## src/rtl/core/approx_grid_point_dedup_assert.svh

```systemverilog
// ----------------------------------------------------------------------------
// approx_grid_point_dedup assertion macros
// concurrent checks on the rising clock edge, off while reset is high
// ----------------------------------------------------------------------------
`ifndef APPROX_GRID_POINT_DEDUP_ASSERT_SVH
`define APPROX_GRID_POINT_DEDUP_ASSERT_SVH

`ifndef SYNTHESIS

`define AGPD_ASSERT(label, expr) \
   label: assert property (@(posedge clock) disable iff (reset) (expr)) \
      else $error("agpd check failed");

`define AGPD_IMPLIES(label, ante, cons) \
   label: assert property (@(posedge clock) disable iff (reset) (ante) |-> (cons)) \
      else $error("agpd check failed");

`define AGPD_NEXT(label, ante, cons) \
   label: assert property (@(posedge clock) disable iff (reset) (ante) |=> (cons)) \
      else $error("agpd check failed");

`else

`define AGPD_ASSERT(label, expr)
`define AGPD_IMPLIES(label, ante, cons)
`define AGPD_NEXT(label, ante, cons)

`endif

`endif

```

## src/rtl/core/agpd_pkg.sv

```systemverilog
// ----------------------------------------------------------------------------
// agpd_pkg
// payload types, register codes and fixed constants of the grid point dedup
// ----------------------------------------------------------------------------
package agpd_pkg;

   localparam int ENTRY_INDEX_W = 13;
   localparam int TOL_W         = 7;
   localparam int LIMIT_W       = 13;
   localparam int CSR_INDEX_W   = 4;
   localparam int CSR_DATA_W    = 13;

   localparam logic [TOL_W-1:0]   TOL_RESET   = 7'd4;
   localparam logic [LIMIT_W-1:0] LIMIT_RESET = 13'd4096;
   localparam logic [7:0]         BYTE_TOP    = 8'hFF;

   localparam logic [CSR_INDEX_W-1:0] CSR_MATCH_TOLERANCE = 4'd0;
   localparam logic [CSR_INDEX_W-1:0] CSR_ENTRY_LIMIT     = 4'd1;

   typedef enum logic {
      ST_IDLE,
      ST_SCAN
   } agpd_state_type;

   typedef struct packed {
      logic        start_of_set;
      logic [47:0] ambient_maps_01;
      logic [47:0] ambient_maps_23;
      logic [47:0] directed_maps_01;
      logic [47:0] directed_maps_23;
      logic [31:0] style_bytes;
      logic [7:0]  latitude;
      logic [7:0]  longitude;
   } req_payload_type;

   typedef struct packed {
      logic [ENTRY_INDEX_W-1:0] entry_index;
      logic                     was_appended;
      logic                     was_dropped;
   } rsp_payload_type;

   typedef struct packed {
      logic [CSR_INDEX_W-1:0] reg_index;
      logic [CSR_DATA_W-1:0]  reg_data;
   } csr_payload_type;

endpackage

```

## src/rtl/core/agpd_match.sv

```systemverilog
// ----------------------------------------------------------------------------
// agpd_match
// approximate compare of a probe point against one stored table entry
// ----------------------------------------------------------------------------
module agpd_match
   import agpd_pkg::*;
#(
   parameter int LIGHT_MAPS = 4,
   parameter int ENTRY_W    = 56 * LIGHT_MAPS + 16
) (
   input  logic [ENTRY_W-1:0] probe,
   input  logic [ENTRY_W-1:0] entry,
   input  logic [TOL_W-1:0]   tolerance,
   output logic               hit
);

   localparam int COL_W       = 24 * LIGHT_MAPS;
   localparam int COLOR_BYTES = 6 * LIGHT_MAPS;
   localparam int STY_LO      = 2 * COL_W;
   localparam int DIR_LO      = STY_LO + 8 * LIGHT_MAPS;

   function automatic logic [7:0] byte_diff(input logic [7:0] a, input logic [7:0] b);
      return (a > b) ? (a - b) : (b - a);
   endfunction

   logic [7:0] tol8;

   assign tol8 = {1'b0, tolerance};

   always_comb begin
      logic [7:0] dd;
      hit = 1'b1;
      dd  = '0;
      for (int i = 0; i < COLOR_BYTES; i++) begin
         if (byte_diff(probe[8*i +: 8], entry[8*i +: 8]) > tol8) begin
            hit = 1'b0;
         end
      end
      for (int k = 0; k < LIGHT_MAPS; k++) begin
         if (probe[STY_LO + 8*k +: 8] != entry[STY_LO + 8*k +: 8]) begin
            hit = 1'b0;
         end
      end
      // latitude and longitude wrap around the byte range
      for (int d = 0; d < 2; d++) begin
         dd = byte_diff(probe[DIR_LO + 8*d +: 8], entry[DIR_LO + 8*d +: 8]);
         if (!(dd <= tol8 || dd >= (BYTE_TOP - tol8))) begin
            hit = 1'b0;
         end
      end
   end

endmodule
```

## config.mk

```make
export PLATFORM = sky130hd
export DESIGN_NAME = agpd_match
export DESIGN_NICKNAME = d
export VERILOG_FILES = /design/src/rtl/core/approx_grid_point_dedup_assert.svh /design/src/rtl/core/agpd_pkg.sv /design/src/rtl/core/agpd_match.sv
export SDC_FILE = /design/constraint.sdc
export NUM_CORES = 1
export LEC_CHECK = 0
export ABC_AREA = 1
export BUFFER_PORTS_ARGS = -buffer_cell sky130_fd_sc_hd__buf_4
export CAP_MARGIN = 30
export CORE_MARGIN = 5
export CORE_UTILIZATION = 46
export DETAILED_ROUTE_END_ITERATION = 16
export PLACE_DENSITY_LB_ADDON = 0.2
export SLEW_MARGIN = 20
export SYNTH_ARGS = -nofsm -noshare
export SYNTH_HDL_FRONTEND = slang
export SYNTH_SLANG_ARGS = --single-unit
```

## constraint.sdc

```tcl
create_clock -name vclk -period 4.5
set_clock_uncertainty 0.05 [all_clocks]
set_input_delay 0.45 -clock vclk [all_inputs]
set_output_delay 0.45 -clock vclk [all_outputs]
set_load 0.03 [all_outputs]
```

Yosys cells after proc, flatten, opt, wreduce, memory -nomap -nowiden:

Cells that the tools add are included.

* add/sub/neg operators: 53
* magnitude comparators: 54
* equality and inequality tests: 4
* mux-type cells: 56
* reductions and logical operators: 2

Operators by type and width (number)
* 8-bit subtractor: 52
* 8-bit > comparator: 26
* 8-bit two-way mux: 26
* 8-bit by 7-bit > comparator with 1-bit output: 24
* 8-bit inequality test: 4
* 1-bit two-way mux: 30
* 8-bit greater-or-equal comparator: 2
* 8-bit by 7-bit less-or-equal comparator with 1-bit output: 2
* 8-bit by 7-bit subtractor with 8-bit output, first input constant: 1
* 1-bit logical OR: 2

* register bits: 0
* bits of input ports: 487
* output and inout bits: 1

Logic depth before layout (Yosys ltp):

Gate-level depths: netlist of the first run.

* word-level depth: 33
* depth in mapped cells: 30
* depth with buffers taken out: 29

Least setup slack after synthesis of the first run:

No wires, ideal clock.

* path kind: input-to-output
* start point: in probe[32]
* end point: out hit
* arrival time: 3.498 ns
* required time: 4.000 ns
* setup slack: 0.502 ns
* cell stages on the path: 28
* path buffers: 1
* cell sequence: inv_1 > ha_1 > inv_1 > fa_1 > nand3_1 > nand3_1 > nand2_1 > nand2_1 > nand2_1 > buf_6 > nand3_1 > o21ai_1 > o22ai_1 > xnor2_1 > inv_1 > ha_1 > a21o_1 > a21oi_1 > nand2_1 > nand2_1 > nand2_1 > nor2_1 > nand2_1 > nor2_1 > nand3_1 > nor2_1 > nand4_1 > nor2_1

* cells in the longest elaborated chain, start to end: 29

Ends and longest elaborated chain
* start: declaration: line agpd_match.sv:11 `input logic [ENTRY_W-1:0] probe,`
* 8-bit subtractor or 8-bit > comparator (tied branches): line agpd_match.sv:23 `return (a > b) ? (a - b) : (b - a);`
* 8-bit two-way mux (*): line agpd_match.sv:23
* 8-bit by 7-bit > comparator with 1-bit output (*): line agpd_match.sv:35 `if (byte_diff(probe[8*i +: 8], entry[8*i +: 8]) > tol8) begin`
* 1-bit two-way mux (*) (20 in series): line agpd_match.sv:35
* 1-bit two-way mux (*) (4 in series): line agpd_match.sv:40 `if (probe[STY_LO + 8*k +: 8] != entry[STY_LO + 8*k +: 8]) begin`
* 1-bit two-way mux (*) (2 in series): line agpd_match.sv:47 `if (!(dd <= tol8 || dd >= (BYTE_TOP - tol8))) begin`
* end: declaration: line agpd_match.sv:14 `output logic hit`

Mark *: on every way between the ends. The rest lies on a longest branch, timed or not.

Worst setup path after layout of the first run:

* start point: in probe[68]
* end point: out hit

* cells in the longest elaborated chain, start to end: 25

Ends and longest elaborated chain (line)
* 8-bit subtractor or 8-bit > comparator (tied branches): agpd_match.sv:23
* 8-bit two-way mux (*): agpd_match.sv:23
* 8-bit by 7-bit > comparator with 1-bit output (*): agpd_match.sv:35
* 1-bit two-way mux (*) (16 in series): agpd_match.sv:35
* 1-bit two-way mux (*) (4 in series): agpd_match.sv:40
* 1-bit two-way mux (*) (2 in series): agpd_match.sv:47

Marked as above.

==> run summary, run 1 <==
Synth cell types: 45
Pre-CTS setup slack: -0.239 ns
Leakage: 18.3 nW
Fmax achieved: 222 MHz
Final hold slack: 1.58 ns
Rows: 82
Die area: 54,600 um^2
Final Setup Violations: 1
Worst hold start: tolerance[6]
Metal2 WL: 34.6 mm
FF+latch count: 0
Outcome: complete, but fails checks
Slew Viols, Final: 0
Largest net degree at the start of global routing: 28
Final period util: 100%
Minimum clock period: 4.51 ns
Clkbuf count: 0
Share of cells above drive strength 1: 22.9%
GP Congestion: 0.961
Hold buffer count at cts: 0
Area Growth Syn to Fin: 30.6%
Tot GR Track Use: 24.4%
Worst VDD drop: 60.3 uV
NumNets Final: 5,504
Max Cap Viol: 0
Fillers: 4,978
DIE HEIGHT: 234 um
Vias in the first global route: 24,100
Cells after synthesis: 3,702
Final hold violation count: 0
Register area: 0 um^2
# IOs: 488
Initial antenna violation count: 16
First-pass GRT wire length: 112 mm
DR pass1 iterations: 6
Placed cells: 4,995
Pwr Density: 158 nW/um^2
Most common cell after layout, fill and taps aside: nand2_1
Slew headroom: 57.4%
Die width: 234 um
Mapped Area: 23,000 um^2
Vias/cell: 4.96
Drt drc: 0
Starting Density: 46.2%
Yosys warns: 0
Syn avg cell area: 6.22 um^2
Syn_nets: 4,832
Critical path peak fanout: 5
Worst Path Arrival: 4.01 ns
Failing checks: setup timing
Worst path required time: 4.00 ns
Final WS setup: -0.00764 ns
Crit path kind: in2out
Critical Path Source: probe[68]
WL met1: 30.9 mm
Routed len/inst: 14.3 um
Post-detailed-route count of antenna-violating nets: 0
Worst Tran Pin Value: 0.638 ns
Iteration-0 DRC Markers: 1,236
Most frequent cells in the layout: nand2_1, inv_1, buf_4
Post-DP HPWL: 63.1 mm
Post-Layout Cell Count: 5,050
Final WL: 72.0 mm
Gr ovfl total: 0
Max Used Layer: met5
Fin util: 60.3%
Power, Total: 4.76 mW
Startpoint Class: input port
CP Capture Type: output pin
Seq/Total Area, Yosys: 0%
Length of routed met3 wiring: 4.54 mm
# port buffers: 488
Via count: 25,000
RSZ-0062 raised after global routing: yes
Core Area: 49,900 um^2
HP Class: in2out
-- where the power goes --
group	total [mW]	switching [mW]	leakage (nW)	internal (mW)
logic	4.76	2.61	18.3	2.15
registers	0	0	0	0
clock network	0.000000179	0	0.0000380	0.000000179
-- metrics by stage --
step           TNS [ns]  cell area (um^2)
5_1_grt          -0.195             30100
3_3_place_gp     -0.285             28600
2_1_floorplan         0             23000
4_1_cts         -0.0695             28900
3_5_place_dp     -0.239             28600
6_report       -0.00764             30100
-- worst max-delay path, cell delays in order --
cell and delay [ns]:
buf_4 0.08, inv_1 0.03, ha_1 0.38, nand2_1 0.12, nor2_2 0.17, nand4_1 0.21
nand2_4 0.19, buf_6 0.12, mux2i_1 0.20, xor2_1 0.16, inv_1 0.06, ha_1 0.29
nand2_1 0.09, inv_2 0.04, o21ai_1 0.07, nand2_1 0.07, nand2_1 0.06, nand2_1 0.04
nand2_1 0.07, nand2_2 0.06, nor2_1 0.10, nand2_1 0.08, nor2_1 0.10, nand3_1 0.09
nor2_2 0.12, nand4_1 0.21, nor2_2 0.19, buf_6 0.16
-- metal layers --
layer | vias up | GRT usage (%)
met4 | 20 | 4.90
met5 | - | 0
met2 | 718 | 44.6
met1 | 11100 | 30.4
li1 | 13100 | -
met3 | 117 | 3.76
-- layout make-up --
type	instances	area, um^2	area share [%]
Antenna cell	6	15.0	0.0500
Tap cell	672	841	2.80
Inverter	871	3280	10.9
Timing Repair Buffer	699	5330	17.7
Multi-Input combinational cell	2802	20600	68.5
-- kinds of logic (layout without fill, tap and decap cells) --
kind of cell,count (synthesis),in the layout,synth area share [%]
simple gates,1330,1331,24.2
buf+inv,901,1570,15.0
fa+ha+maj,643,643,36.7
compound gates,593,593,14.8
xor+xnor,180,180,6.85
mux,55,55,2.45
other cells,0,6,0
-- worst paths after layout --
path / end / slack [ns] / cells after the start
min: hit / 1.58 / 8
max: hit / -0.008 / 28
-- synthesized netlist by cell type (8+ instances only) --
cell / instances / share of area, %
nor3_2: 8 / 0.35
xnor2_1: 52 / 2.0
o221ai_1: 20 / 0.76
inv_2: 26 / 0.42
and3_1: 17 / 0.46
a21o_1: 45 / 1.5
fa_1: 52 / 4.5
ha_1: 591 / 32
mux2_2: 9 / 0.44
a21oi_1: 288 / 6.3
a221oi_1: 11 / 0.42
nand4_1: 57 / 1.5
o211ai_1: 12 / 0.39
nand2_1: 900 / 15
mux2i_1: 45 / 2.0
o21ai_0: 108 / 2.3
o21ai_1: 46 / 1.0
inv_1: 844 / 14
buf_2: 21 / 0.46
nor2_1: 161 / 2.6
nand3_1: 141 / 3.1
o21bai_1: 32 / 1.0
nand2_2: 22 / 0.60
xor2_1: 128 / 4.9
-- repair_timing --
action                                  4_1_cts  5_1_grt
cloned                                        1        0
endpoints found under the setup margin        1        1
pin swaps                                    39      145
resized for setup                            58      213
setup buffers                                14       34
hold endpoints to repair                      0        0
Power figures use the tool's default switching activity.
==> run 2: changes to the inputs <==
--- a/config.mk
+++ b/config.mk
@@ -5,7 +5,6 @@
 export SDC_FILE = /design/constraint.sdc
 export NUM_CORES = 1
 export LEC_CHECK = 0
-export ABC_AREA = 1
 export BUFFER_PORTS_ARGS = -buffer_cell sky130_fd_sc_hd__buf_4
 export CAP_MARGIN = 30
 export CORE_MARGIN = 5
==> run 2 against run 1 <==
Against the previous run:
- the flow still finishes with violations (setup timing)
- critical path depth down 4
- non-clock buffer count up 583
- hold slack better by 0.14 ns
- critical path type unchanged
- clock-buffer cell count unchanged
- setup slack worse by 1.1 ns
- routed wire length up 5.8%
- fmax down 20%
- synthesized area down 7.1%
- power up 6.8%
- sequential share of layout area unchanged
- via count down 1.7%
- die area down 6.8%
==> run summary, run 2 <==
Outcome: complete, but fails checks
Failing checks: setup timing
Tot GR Track Use: 28.3%
DR pass1 iterations: 5
Final period util: 125%
Crit path kind: in2out
Seq/Total Area, Yosys: 0%
# port buffers: 488
Synth top area share: 34.6%
CP Depth: 24
Most common cell after layout, fill and taps aside: buf_4
RSZ-0062 raised after global routing: yes
Final WL: 76.2 mm
Synth cell types: 80
GP Congestion: 0.943
Hold buffer count at cts: 0
Critical path peak fanout: 2
Post-Layout Cell Count: 4,656
Placed cells: 4,637
Cells after synthesis: 2,809
Post-detailed-route count of antenna-violating nets: 0
Most frequent cells in the layout: buf_4, ha_1, inv_1
Max Cap Viol: 0
Crit path cell chain: buf_4, inv_12, ha_4, inv_2, fa_2, a211oi_2, o21ai_1, a31o_1, and3_1, or4_4, a21oi_2, o21ai_2, xor2_1, ha_1, a21o_1, a21oi_2, nor2b_2, a21boi_1, or4_4, nor4_2, and4_1, nand2_2, nor4_4, buf_6
Clkbuf count: 0
Rows: 79
Worst VDD drop: 82.3 uV
Slew Viols, Final: 0
Slowest CP cell: or4_4
Share of cells above drive strength 1: 35.4%
CP Capture Type: output pin
Cell taking the most area after synthesis: ha_1
FF+latch count: 0
DIE HEIGHT: 226 um
Yosys warns: 0
Area Growth Syn to Fin: 49.2%
Via count: 24,600
# IOs: 488
Crit-path leading delay family: simple AND/OR/NAND/NOR gates
Starting Density: 46.2%
Largest net degree at the start of global routing: 28
HP Class: in2out
Initial antenna violation count: 13
Die area: 50,900 um^2
Syn avg cell area: 7.61 um^2
Die width: 226 um
Register area: 0 um^2
Worst Tran Pin Value: 0.665 ns
Minimum clock period: 5.62 ns
Worst path required time: 4.00 ns
Fmax achieved: 178 MHz
Gr ovfl total: 0
Final hold violation count: 0
Iteration-0 DRC Markers: 1,045
Leakage: 17.7 nW
Synth cell count leaders: ha_1, inv_1, a21oi_1
Area contributors post-synth: ha_1, inv_1, a21oi_1, xnor2_1, fa_1
Final Setup Violations: 1
Drt drc: 0
Routed len/inst: 16.4 um
Core Area: 46,300 um^2
Vias/cell: 5.29
Fin util: 69.0%
Worst Path Arrival: 5.12 ns
Power, Total: 5.08 mW
WP buf/inv: 4
Cells on Worst Hold Path: 7
Most frequent cell after synthesis: ha_1
Post-DP HPWL: 68.3 mm
Mapped Area: 21,400 um^2
Pwr Density: 159 nW/um^2
Vias in the first global route: 25,700
NumNets Final: 5,171
Syn_nets: 3,939
Critical path's largest stage delay: 0.44 ns
Slew headroom: 55.2%
Startpoint Class: input port
First-pass GRT wire length: 121 mm
Final WS setup: -1.12 ns
[run 2: cell type report]
cell class                 instances  area, um^2
inverter                         526        1990
tap                              607         759
antenna                           10        25.0
timing repair buffer            1282        9670
fill                            3913       14400
multi-input combinational       2231       19500
[run 2: final timing paths]
| kind | from | to | slack (ns) |
|---|---|---|---|
| worst min-delay path | probe[63] | hit | 1.72 |
| worst max-delay path | probe[8] | hit | -1.12 |
[run 2: logic make-up (layout without fill, tap and decap cells)]
logic type,after synthesis,count (layout),share of synthesized area (%)
xor gates and xnor gates,180,180,7.37
other,0,10,0
adders and majority gates,643,643,39.4
muxes,147,147,7.23
and+or+nand+nor,482,482,12.1
buffers and inverters,578,1808,10.2
AOI/OAI and AO/OA,779,779,23.6
[run 2: per-layer routing]
| layer | routed length (um) | share of wire (%) | GRT usage [%] | vias to the layer above |
|---|---|---|---|---|
| met1 | 30800 | 40 | 32.7 | 11400 |
| met5 | 67 | 0.088 | 0 | - |
| li1 | - | - | - | 12400 |
| met3 | 4040 | 5.3 | 3.38 | 131 |
| met2 | 38900 | 51 | 54.2 | 650 |
| met4 | 2370 | 3.1 | 8.22 | 10 |
[run 2: per-stage QoR]
stage,hold slack [ns],setup slack [ns],setup TNS [ns],cell area [um^2]
2_1_floorplan,1.26,-0.522,-0.522,21500
3_3_place_gp,1.72,-1.13,-1.13,31700
3_5_place_dp,1.73,-1.29,-1.29,31700
4_1_cts,1.70,-1.07,-1.07,31700
5_1_grt,1.72,-1.35,-1.35,31900
6_report,1.72,-1.12,-1.12,31900
[run 2: where the power goes]
part | total (mW) | internal, mW | switching (mW) | leakage (nW)
registers | 0 | 0 | 0 | 0
logic | 5.08 | 2.67 | 2.41 | 17.7
clock network | 0.000000299 | 0.000000299 | 0 | 0.0000634
[run 2: worst min-delay path, delay by kind of cell]
family	cells	cell delay [ns]
xor gates and xnor gates	1	0.10
and+or+nand+nor	2	0.26
adders and majority gates	1	0.16
buffers and inverters	3	0.34
[run 2: repair_timing]
| item | 4_1_cts | 5_1_grt |
|---|---|---|
| buffers inserted | 0 | 9 |
| gates resized for setup | 8 | 30 |
| endpoints found under the setup margin | 1 | 1 |
| endpoints found under the hold margin | 0 | 0 |
| pin swaps | 0 | 31 |
